File: config.mk
export PLATFORM = sky130hd
export DESIGN_NAME = elevator_disk_request_scheduler
export DESIGN_NICKNAME = d
export VERILOG_FILES = /design/src/edrs_pkg.sv /design/src/edrs_ram.sv /design/src/elevator_disk_request_scheduler.sv
export SDC_FILE = /design/constraint.sdc
export NUM_CORES = 2
export LEC_CHECK = 0
export ABC_AREA = 1
export BUFFER_PORTS_ARGS = -buffer_cell sky130_fd_sc_hd__buf_4
export CORE_UTILIZATION = 35
export CTS_CLUSTER_DIAMETER = 50
export DETAILED_ROUTE_END_ITERATION = 8
export GPL_TIMING_DRIVEN = 0
export PLACE_DENSITY = 0.54
export SLEW_MARGIN = 20
export SYNTH_ARGS = -nofsm -noshare
export SYNTH_HDL_FRONTEND = slang
export SYNTH_SLANG_ARGS = --single-unit
File: constraint.sdc
create_clock -name clk -period 11.5 [get_ports clk]
set_input_delay 2.3 -clock clk [delete_from_list [all_inputs] [get_ports clk]]
set_output_delay 2.3 -clock clk [all_outputs]
set_load 0.02 [all_outputs]
File: src/edrs_pkg.sv
// Package for the elevator disk request scheduler: payload types, codes, defaults.
// No dependencies.
`default_nettype none
package edrs_pkg;
  localparam int QueueDepthDef = 32;
  localparam int TrackBitsDef  = 10;
  localparam int OwnerBitsDef  = 8;

  localparam logic [1:0] REQ_NEW    = 2'd0;
  localparam logic [1:0] REQ_NEXT   = 2'd1;
  localparam logic [1:0] REQ_FINISH = 2'd2;
  localparam logic [1:0] REQ_UNUSED = 2'd3;

  localparam logic [2:0] ST_QUEUED     = 3'd0;
  localparam logic [2:0] ST_FULL       = 3'd1;
  localparam logic [2:0] ST_DISPATCHED = 3'd2;
  localparam logic [2:0] ST_IDLE       = 3'd3;
  localparam logic [2:0] ST_COMPLETED  = 3'd4;
  localparam logic [2:0] ST_NO_CURRENT = 3'd5;

  typedef struct packed {
    logic [1:0]              req_type;
    logic [TrackBitsDef-1:0] track;
    logic [OwnerBitsDef-1:0] process_id;
  } in_beat_t;

  typedef struct packed {
    logic [2:0]              status;
    logic [TrackBitsDef-1:0] out_track;
    logic [OwnerBitsDef-1:0] out_process_id;
    logic                    direction;
  } out_beat_t;
endpackage
`default_nettype wire

File: src/edrs_ram.sv
// Generic single-port-write, single-port-read RAM with registered read.
// No dependencies.
`default_nettype none
module edrs_ram #(
  parameter int WIDTH = 18,
  parameter int DEPTH = 32
) (
  input  wire logic                     clk,
  input  wire logic                     we,
  input  wire logic [$clog2(DEPTH)-1:0] waddr,
  input  wire logic [WIDTH-1:0]         wdata,
  input  wire logic [$clog2(DEPTH)-1:0] raddr,
  output logic      [WIDTH-1:0]         rdata
);
  logic [WIDTH-1:0] mem [DEPTH];
  always_ff @(posedge clk) begin
    if (we) begin
      mem[waddr] <= wdata;
    end
    rdata <= mem[raddr];
  end
endmodule
`default_nettype wire

File: src/elevator_disk_request_scheduler.sv
// Elevator (SCAN) disk request scheduler, top level.
// Depends on edrs_pkg and edrs_ram.
// Operation: a request walks its queue from the top down with one RAM read and one write
//   per shifted entry; a dispatch shifts its queue from the bottom up; a finish goes straight out.
// Throughput: one item at a time, set by the single read/write port of each queue RAM.
// Reset: synchronous active low; counts, current request and phase clear, RAM
//   contents are left undefined and never used at or above the count.
`default_nettype none
module elevator_disk_request_scheduler #(
  parameter int QUEUE_DEPTH = edrs_pkg::QueueDepthDef
) (
  input  wire logic                clk,
  input  wire logic                rst_n,
  input  wire logic                in_valid,
  output logic                     in_ready,
  input  wire edrs_pkg::in_beat_t  in_data,
  output logic                     out_valid,
  input  wire logic                out_ready,
  output edrs_pkg::out_beat_t      out_data
);
  localparam int TRACK_BITS = edrs_pkg::TrackBitsDef;
  localparam int OWNER_BITS = edrs_pkg::OwnerBitsDef;
  localparam int AW = $clog2(QUEUE_DEPTH);
  localparam int CW = $clog2(QUEUE_DEPTH + 1);
  localparam int EW = TRACK_BITS + OWNER_BITS;
  localparam logic [CW-1:0] FULL = CW'(QUEUE_DEPTH);

  localparam logic [2:0] S_IDLE  = 3'd0;
  localparam logic [2:0] S_RD    = 3'd1; // read issued, wait
  localparam logic [2:0] S_INS   = 3'd2; // insert walk from top down
  localparam logic [2:0] S_POP   = 3'd3; // pop walk from bottom up
  localparam logic [2:0] S_OUT   = 3'd4;

  logic [2:0] st_r, st_nxt;
  logic [CW-1:0] up_cnt_r, dn_cnt_r;
  logic cur_v_r, phase_r, q_r;
  logic [TRACK_BITS-1:0] cur_trk_r, trk_r;
  logic [OWNER_BITS-1:0] cur_own_r, own_r;
  logic ins_r;
  logic [CW-1:0] idx_r; // position being handled
  edrs_pkg::out_beat_t res_r;

  // one RAM per queue; entry = {track, owner}
  logic we_u, we_d;
  logic [AW-1:0] waddr, raddr;
  logic [EW-1:0] wdata, rd_u, rd_d, rd;
  edrs_ram #(.WIDTH(EW), .DEPTH(QUEUE_DEPTH)) u_up (
    .clk, .we(we_u), .waddr, .wdata, .raddr, .rdata(rd_u));
  edrs_ram #(.WIDTH(EW), .DEPTH(QUEUE_DEPTH)) u_dn (
    .clk, .we(we_d), .waddr, .wdata, .raddr, .rdata(rd_d));
  assign rd = q_r ? rd_d : rd_u;

  logic [TRACK_BITS-1:0] rd_trk;
  assign rd_trk = rd[EW-1:OWNER_BITS];
  // insertion: existing entry at idx-1 stays before new one?
  logic stays;
  assign stays = q_r ? (rd_trk >= trk_r) : (rd_trk <= trk_r);

  assign in_ready = (st_r == S_IDLE) && !out_valid;
  logic acc;
  assign acc = in_valid && in_ready;

  logic [TRACK_BITS-1:0] in_trk;
  logic [OWNER_BITS-1:0] in_own;
  assign in_trk = TRACK_BITS'(in_data.track);
  assign in_own = OWNER_BITS'(in_data.process_id);
  logic to_up;
  assign to_up = !cur_v_r || (in_trk > cur_trk_r);
  logic [CW-1:0] in_cnt; // count of the queue a new request targets
  assign in_cnt = to_up ? up_cnt_r : dn_cnt_r;
  logic [CW-1:0] sel_cnt;
  assign sel_cnt = q_r ? dn_cnt_r : up_cnt_r;

  // next-phase decision for dispatch
  logic ph_n;
  always_comb begin
    ph_n = phase_r;
    if (!phase_r && up_cnt_r == '0 && dn_cnt_r != '0) ph_n = 1'b1;
    else if (phase_r && dn_cnt_r == '0 && up_cnt_r != '0) ph_n = 1'b0;
  end
  logic disp_none;
  assign disp_none = (ph_n ? dn_cnt_r : up_cnt_r) == '0;

  always_comb begin
    st_nxt = st_r;
    we_u = 1'b0;
    we_d = 1'b0;
    waddr = idx_r[AW-1:0];
    wdata = {trk_r, own_r};
    raddr = '0;
    case (st_r)
      S_RD: begin
        // keep the address so the data is still there next cycle
        if (ins_r) begin
          st_nxt = S_INS;
          raddr = AW'(idx_r - CW'(1));
        end else begin
          st_nxt = S_POP;
          raddr = idx_r[AW-1:0];
        end
      end
      S_INS: begin
        // rd holds entry idx-1
        if (idx_r == '0 || stays) begin
          we_u = !q_r;
          we_d = q_r;
          st_nxt = S_OUT;
        end else begin
          wdata = rd;
          we_u = !q_r;
          we_d = q_r;
          st_nxt = S_RD;
          raddr = AW'(idx_r - CW'(2));
        end
      end
      S_POP: begin
        // rd holds entry idx; move it to idx-1
        waddr = AW'(idx_r - CW'(1));
        wdata = rd;
        if (idx_r + CW'(1) < sel_cnt) begin
          st_nxt = S_RD;
          raddr = AW'(idx_r + CW'(1));
        end else begin
          st_nxt = S_OUT;
        end
        we_u = !q_r && idx_r != '0;
        we_d = q_r && idx_r != '0;
      end
      S_OUT: st_nxt = S_IDLE;
      S_IDLE: begin
        if (acc) begin
          case (in_data.req_type)
            edrs_pkg::REQ_NEW: begin
              raddr = AW'(in_cnt - CW'(1));
              st_nxt = (in_cnt == FULL) ? S_OUT : S_RD;
            end
            edrs_pkg::REQ_NEXT: st_nxt = disp_none ? S_OUT : S_RD; // raddr 0 issued
            edrs_pkg::REQ_FINISH: st_nxt = S_OUT;
            default: st_nxt = S_IDLE;
          endcase
        end
      end
      default: st_nxt = S_IDLE;
    endcase
  end

  always_ff @(posedge clk) begin
    if (!rst_n) begin
      st_r <= S_IDLE;
      up_cnt_r <= '0;
      dn_cnt_r <= '0;
      cur_v_r <= 1'b0;
      cur_trk_r <= '0;
      cur_own_r <= '0;
      phase_r <= 1'b0;
      out_valid <= 1'b0;
    end else begin
      st_r <= st_nxt;
      if (out_valid && out_ready) out_valid <= 1'b0;
      case (st_r)
        S_IDLE: begin
          if (acc) begin
            trk_r <= in_trk;
            own_r <= in_own;
            case (in_data.req_type)
              edrs_pkg::REQ_NEW: begin
                q_r <= !to_up;
                ins_r <= 1'b1;
                res_r <= '{status: (in_cnt == FULL) ? edrs_pkg::ST_FULL : edrs_pkg::ST_QUEUED,
                           out_track: 10'(in_trk), out_process_id: 8'(in_own),
                           direction: !to_up};
                if (in_cnt != FULL) begin
                  idx_r <= in_cnt;
                  if (to_up) up_cnt_r <= up_cnt_r + CW'(1);
                  else dn_cnt_r <= dn_cnt_r + CW'(1);
                end
              end
              edrs_pkg::REQ_NEXT: begin
                // both queues empty: idle, phase returns to up
                phase_r <= disp_none ? 1'b0 : ph_n;
                q_r <= ph_n;
                ins_r <= 1'b0;
                idx_r <= '0;
                if (disp_none) begin
                  res_r <= '{status: edrs_pkg::ST_IDLE, default: '0};
                end else begin
                  res_r <= '{status: edrs_pkg::ST_DISPATCHED, out_track: '0,
                             out_process_id: '0, direction: ph_n};
                end
              end
              edrs_pkg::REQ_FINISH: begin
                if (cur_v_r) begin
                  res_r <= '{status: edrs_pkg::ST_COMPLETED, out_track: 10'(cur_trk_r),
                             out_process_id: 8'(cur_own_r), direction: 1'b0};
                  cur_v_r <= 1'b0;
                end else begin
                  res_r <= '{status: edrs_pkg::ST_NO_CURRENT, default: '0};
                end
              end
              default: ;
            endcase
          end
        end
        S_INS: begin
          if (!(idx_r == '0 || stays)) idx_r <= idx_r - CW'(1);
        end
        S_POP: begin
          if (idx_r == '0) begin
            cur_v_r <= 1'b1;
            cur_trk_r <= rd_trk;
            cur_own_r <= rd[OWNER_BITS-1:0];
            res_r.out_track <= 10'(rd_trk);
            res_r.out_process_id <= 8'(rd[OWNER_BITS-1:0]);
          end
          if (idx_r + CW'(1) < sel_cnt) begin
            idx_r <= idx_r + CW'(1);
          end else begin
            if (q_r) dn_cnt_r <= dn_cnt_r - CW'(1);
            else up_cnt_r <= up_cnt_r - CW'(1);
          end
        end
        S_OUT: out_valid <= 1'b1;
        default: ;
      endcase
    end
  end

  assign out_data = res_r;

`ifndef SYNTHESIS
  a_up_cnt: assert property (@(posedge clk) disable iff (!rst_n)
    up_cnt_r <= FULL) else $error("up count overflow");
  a_dn_cnt: assert property (@(posedge clk) disable iff (!rst_n)
    dn_cnt_r <= FULL) else $error("down count overflow");
  a_busy: assert property (@(posedge clk) disable iff (!rst_n)
    st_r != S_IDLE |-> !in_ready) else $error("ready while busy");
  a_disp: assert property (@(posedge clk) disable iff (!rst_n)
    out_valid && out_data.status == edrs_pkg::ST_DISPATCHED |-> cur_v_r)
    else $error("dispatch without current");
`endif
endmodule
`default_nettype wire

* After elaboration in Yosys (flattened, before gate mapping)
Memory sizes are Yosys's and may differ from the RTL's. A register that Yosys moved wholly into a read port is not among the register bits.
Index checks and enable logic that the tools add are counted.
** Cells by class
- Order comparisons :: 4
- Bitwise logic cells :: 0
- Eq/ne operators :: 23
- Multiplexer cells :: 66
- Add/sub/neg operators :: 8
- Div/mod/pow operators :: 0
- Multiply operators :: 0
- Reduce and logical (&&, ||, !) cells :: 40
- Shift operators :: 0
** Operators by type and width (count)
- $mux W6 :: 19
- $pmux W18 S2 :: 2
- $pmux W22 S3 :: 1
- $mux W18 :: 3
- $mux W20 :: 2
- $pmux W6 S2 :: 3
- $mux W5 :: 6
- $logic_not A6 Y1 :: 4
- $reduce_and A7 Y1 :: 3
- $pmux W5 S4 :: 1
- $mux W19 :: 1
- $add A6 B1 Y6 const B :: 3
- $ne A2 B2 Y1 const B :: 9
- $pmux W6 S3 :: 1
- $reduce_bool A6 Y1 :: 3
- $sub A6 B1 Y6 const B :: 3
- $mux W1 :: 15
- $mux W3 :: 5
- $pmux W3 S4 :: 1
- $reduce_and A4 Y1 :: 3
- $ge A10 B10 Y1 :: 1
- $gt A10 B10 Y1 :: 1
- $le A10 B10 Y1 :: 1
- $pmux W1 S2 :: 5
- 25 further kinds :: 45
** Storage, ports and cells
- Flip-flop bits (word level) :: 84
- Output and inout bits :: 24
- Input bits :: 24
- Bits in writable memories :: 1152
- Latch bits :: 0
- Memories :: 2
- Bits in read-only memories :: 0
** Memory list
- u_dn.mem :: depth 32, width 18, rd ports 1, clocked after memory_dff 1, write ports 1, line edrs_ram.sv:15 : logic [WIDTH-1:0] mem [DEPTH];
- u_up.mem :: depth 32, width 18, rd ports 1, clocked after memory_dff 1, write ports 1, line edrs_ram.sv:15

* Logic depth before layout (Yosys ltp)
- Depth in word-level cells :: 11
- Mapped depth :: 28
- Mapped depth without buffers :: 24

* By module
From an unflattened synthesis, not the netlist that was laid out.
** Second synthesis, totals
- Cell total of the unflattened synthesis :: 4757
- Area, all modules :: 53562.6 µm²
** Modules (own cells, without submodules)
- edrs_ram :: area each 23847.9 µm², times used 2, cells an instance 2009
- elevator_disk_request_scheduler :: area each 5866.9 µm², times used 1, cells an instance 739

* Least setup slack after synthesis
No wires, ideal clock.
- Path type :: input port to flip-flop
- From :: in in_data[19] (netlist name)
- To :: reg res_r, in the netlist out_data[10], enable pin
- Stages on the path :: 5
- Setup slack :: 5242 ps
- Arrival :: 5766 ps
- Cells stage by stage :: inv_1 > ha_1 > clkbuf_1 > nor2_1 > a2111oi_0
** On the way
- Cells in the longest elaborated chain, start to end :: 3
- Elaborated cells between the ends (all ways) :: 5
- Classes of those cells :: 3 x eq/ne; 2 x reduce/logical
** Ends and longest elaborated chain
- start, declared :: line elevator_disk_request_scheduler.sv:16 : input wire edrs_pkg::in_beat_t in_data,
- $eq A2 B2 Y1, or another cell as far along :: line elevator_disk_request_scheduler.sv:165 : case (in_data.req_type)
- $ne A4 B1 Y1 (no line) *
- $reduce_and A5 Y1 (no line) *
- end signal, assigned :: line elevator_disk_request_scheduler.sv:169 : res_r <= '{status: (in_cnt == FULL) ? edrs_pkg::ST_FULL : edrs_pkg::ST_QUEUED,
- end signal, assigned :: line elevator_disk_request_scheduler.sv:187 : res_r <= '{status: edrs_pkg::ST_DISPATCHED, out_track: '0,
- end signal, assigned :: line elevator_disk_request_scheduler.sv:193 : res_r <= '{status: edrs_pkg::ST_COMPLETED, out_track: 10'(cur_trk_r),
- end, declared :: line elevator_disk_request_scheduler.sv:41 : edrs_pkg::out_beat_t res_r;
Every way passes the cells marked *; elsewhere a longest branch is shown, timed or not.
A chain may end at the register's enable or synchronous reset.

* Worst setup path after layout
- From :: in in_data[17] (netlist name)
- To :: reg u_up.rdata[17], read port of u_up.mem
** On the way
- Cells in the longest elaborated chain, start to end :: 7
** Ends and longest elaborated chain
- $gt A10 B10 Y1 :: line elevator_disk_request_scheduler.sv:68 : assign to_up = !cur_v_r || (in_trk > cur_trk_r);
- $logic_or A1 B1 Y1 :: line elevator_disk_request_scheduler.sv:68
- $mux W6 :: line elevator_disk_request_scheduler.sv:70 : assign in_cnt = to_up ? up_cnt_r : dn_cnt_r;
- $sub A5 B1 Y5 :: line elevator_disk_request_scheduler.sv:134 : raddr = AW'(in_cnt - CW'(1));
- $mux W5 :: line elevator_disk_request_scheduler.sv:132 : case (in_data.req_type)
- $mux W5 :: line elevator_disk_request_scheduler.sv:131 : if (acc) begin
- $pmux W5 S4 :: line elevator_disk_request_scheduler.sv:91 : case (st_r)
- end, declared :: line edrs_ram.sv:13 : output logic [WIDTH-1:0] rdata
Every way passes these cells.

==> metrics <==
outcome finished clean; RePlAce Congestion 0.928; Tot Pwr approximately 12 mW; synthesized cell area between 50000 and 60000 µm²; Final Skew 0.0377 ns; CP arrival between 7 and 8 ns; EDFF count, synth 1200; drt drc 0; Setup crit start in_data[17]; Mean Syn Cell Area about 10 µm²; fin crit share between 50% and 60%; Final setup viols 0; Max clock buf depth 3; vias per cell roughly 4.9; first-pass GRT wire length ~260000 µm; Crit. End Element flop; worst r2r src q_r; FMAX 156 MHz; DP Area between 60000 and 70000 µm²; Initial DRC Count 4374; Met3 Wirelength roughly 14000 µm; clock root buffer master clkbuf_16; Req. time, crit path 12.16 ns; # port buffers 47; cell family with most CP delay simple AND/OR/NAND/NOR gates; Hold Buf Count CTS 0; most frequent cells in the layout nand2_1 (1452), edfxtp_1 (1200), inv_1 (1124), nand3_1 (1033), buf_2 (184); DRT met1 WL approximately 77000 µm; Hold WC Path Type flop to flop; H-tree depth 4; synthesis-to-layout area growth 17.3%; clk sinks 1272; GRT Total Usage 21.8%; Starting Density between 30 and 40%; uppermost layer routed met5; most common cell after layout, fill and taps aside nand2_1; Synthesized Nets approximately 5800; Resize count post-CTS 0; Critical Path Fanout Max 10; Initial DRT Pass Iterations 8; Crit Path Category primary input to flop; PwrDens around 180 nW/µm²; Clock Latency Late Sink slightly below 0.8 ns; Combinational Power Share roughly 18%; wire length per cell roughly 22 µm; largest net degree at the start of global routing 45; Yosys reg bits about 1300; Worst Path Buf+Inv 6; non-filler cells, final just over 8000; Switching Share 29.4%; Core Box Area 161000 µm²; total routed wirelength roughly 180000 µm; CTS tree built; vias 40533; CP Cell Sequence buf_4 -> ha_1 -> nand2_1 -> inv_1 -> a21oi_1 -> nand3_1 -> nand2_1 -> nand2_2 -> buf_4 -> nand2_1 -> o21ai_1 -> ha_1 -> inv_1 -> nand2_1 -> nand3_1 -> nand2_2 -> inv_2 -> clkbuf_1 -> nand3_1 -> nand3_1 -> nand2_1 -> nand2_1 -> nand2_1; Cell Int Power approximately 8.4 mW; crit path max-delay cell type clkbuf_1; Syn Inst Count ~5700; VDD IR max between 0.1 and 0.15 mV; die height 406 µm; clk slew on worst S/H paths approximately 0.060 ns; GRT overflow 0; Die Wd roughly 410 µm; count of antenna-violating nets left after detailed routing 0; met2 WL 82300 µm; Leak about 29 nW; DP Wirelength 128000 µm; final hold vios 0; nets ~6100; initial antenna violation count 8; Setup crit start kind primary input; Max Cap Viol 0; switching power between 3 and 4 mW; Max stage delay on crit path 0.72 ns; share of cells above drive strength 1 approximately 11%; design area 67000 µm²; Rows approximately 150; die area ~160000 µm²; Tmin final 6.40 ns; total setup buffers inserted after CTS 0; vias in the first global route approximately 38000; RSZ-0062 raised after global routing no; Most Frequent Cell on Critical Path nand2_1; Flop pwr share between 40 and 50%; fill count roughly 15000; CTS Buf Count approximately 140; ys flop type edfxtp_1; fin. max-slew vios 0; Synthesis Warnings 0; Boundary Pins between 40 and 50; hold path startpoint cur_own_r[4]; Clk pwr share a little under two fifths; Seq/Total Area, Yosys about two thirds; Cell variety after synth 48; Core Util, Final approximately 42%; ys async rst share 0%; normalized max-slew margin 16.8%; placed instance count approximately 8000; worst slew pin tran roughly 1.2 ns
## kinds of logic (layout without fill, tap and decap cells)
family	after synthesis	in the layout	synth area share, %
AOI/OAI and AO/OA	273	273	3.06
xor gates and xnor gates	20	20	0.307
adders and majority gates	49	49	1.10
buffers and inverters	1424	1823	9.90
DFF	1272	1272	65.6
muxes	2	2	0.0394
other	0	1	0
and+or+nand+nor	2659	2659	20.0
## power groups by stage
stage	combinational, mW	clock [mW]	sequential (mW)
global route	2.25	4.68	5.26
global placement	1.96	0	5.41
detailed placement	2.08	0	5.35
CTS	2.08	4.52	5.25
finish	2.12	4.46	5.25
floorplan	1.10	0	5.37
## cell usage after synthesis (6+ instances only)
cell type | n | area (µm²)
edfxtp_1 | 1200 | 36000
nand3_1 | 1039 | 5200
nand2_1 | 1452 | 5450
o21ai_1 | 10 | 50.1
a21oi_1 | 46 | 230
nand2_2 | 9 | 56.3
xor2_1 | 16 | 140
nor3_1 | 16 | 80.1
buf_2 | 180 | 901
nand4_1 | 9 | 56.3
ha_1 | 46 | 576
a22oi_1 | 18 | 135
clkbuf_1 | 68 | 255
or2_2 | 6 | 37.5
buf_4 | 18 | 135
nor2_2 | 10 | 62.6
o21bai_1 | 110 | 826
nor2_1 | 109 | 409
o21ai_0 | 64 | 320
buf_1 | 14 | 52.6
inv_2 | 17 | 63.8
dfxtp_1 | 72 | 1440
o22ai_1 | 6 | 37.5
inv_1 | 1124 | 4220
## layout make-up
| type | instances | area (µm²) | area share, % |
|---|---|---|---|
| sequential | 1272 | 37500 | 55.9 |
| inverter | 1142 | 4290 | 6.40 |
| clock inverter | 66 | 577 | 0.860 |
| antenna | 1 | 2.50 | 0.00373 |
| clock buffer | 185 | 3970 | 5.92 |
| timing repair buffer | 148 | 2160 | 3.23 |
| buffer | 282 | 1370 | 2.05 |
| multi-input combinational | 3003 | 14500 | 21.6 |
| tap | 2160 | 2700 | 4.03 |
## sequential cells by signal (all words and copies together) (netlist names), 8 cells and up
signal and flops:
u_up.mem 576, u_up.rdata 18, cur_trk_r 10, out_data 22, cur_own_r 8, u_dn.mem 576
own_r 8, u_dn.rdata 18, trk_r 10
## metal layers
metal,global-route usage [%],vias up
met2,34.5,1555
met3,3.63,322
li1,-,19137
met1,29.4,19513
met5,0,-
met4,9.51,6
## final timing paths
kind / endpoint / slack, ns / depth (start not counted)
max reg2reg: u_dn.rdata[0] / 5.22 / 24
max: u_up.rdata[17] / 5.10 / 23
min reg2reg: cur_own_r[4] / 0.46 / 2
min: cur_own_r[4] / 0.46 / 2
## metrics by stage
stage               hold slack [ns]  TNS [ns]  worst slack [ns]
floorplan                     0.441         0              5.24
global placement              0.450   -326.49             -1.67
detailed placement            0.455         0              4.55
CTS                           0.464         0              5.32
global route                  0.481         0              4.88
finish                        0.464         0              5.10
## worst reg2reg max path, delay by kind of cell, from the launching register on
kind | cells | cell delay [ns]
simple gates | 16 | 2.79
buf+inv | 6 | 2.37
flops | 1 | 0.55
fa+ha+maj | 1 | 0.31
compound gates | 1 | 0.19
No activity file was read; power rests on OpenSTA's default activity.
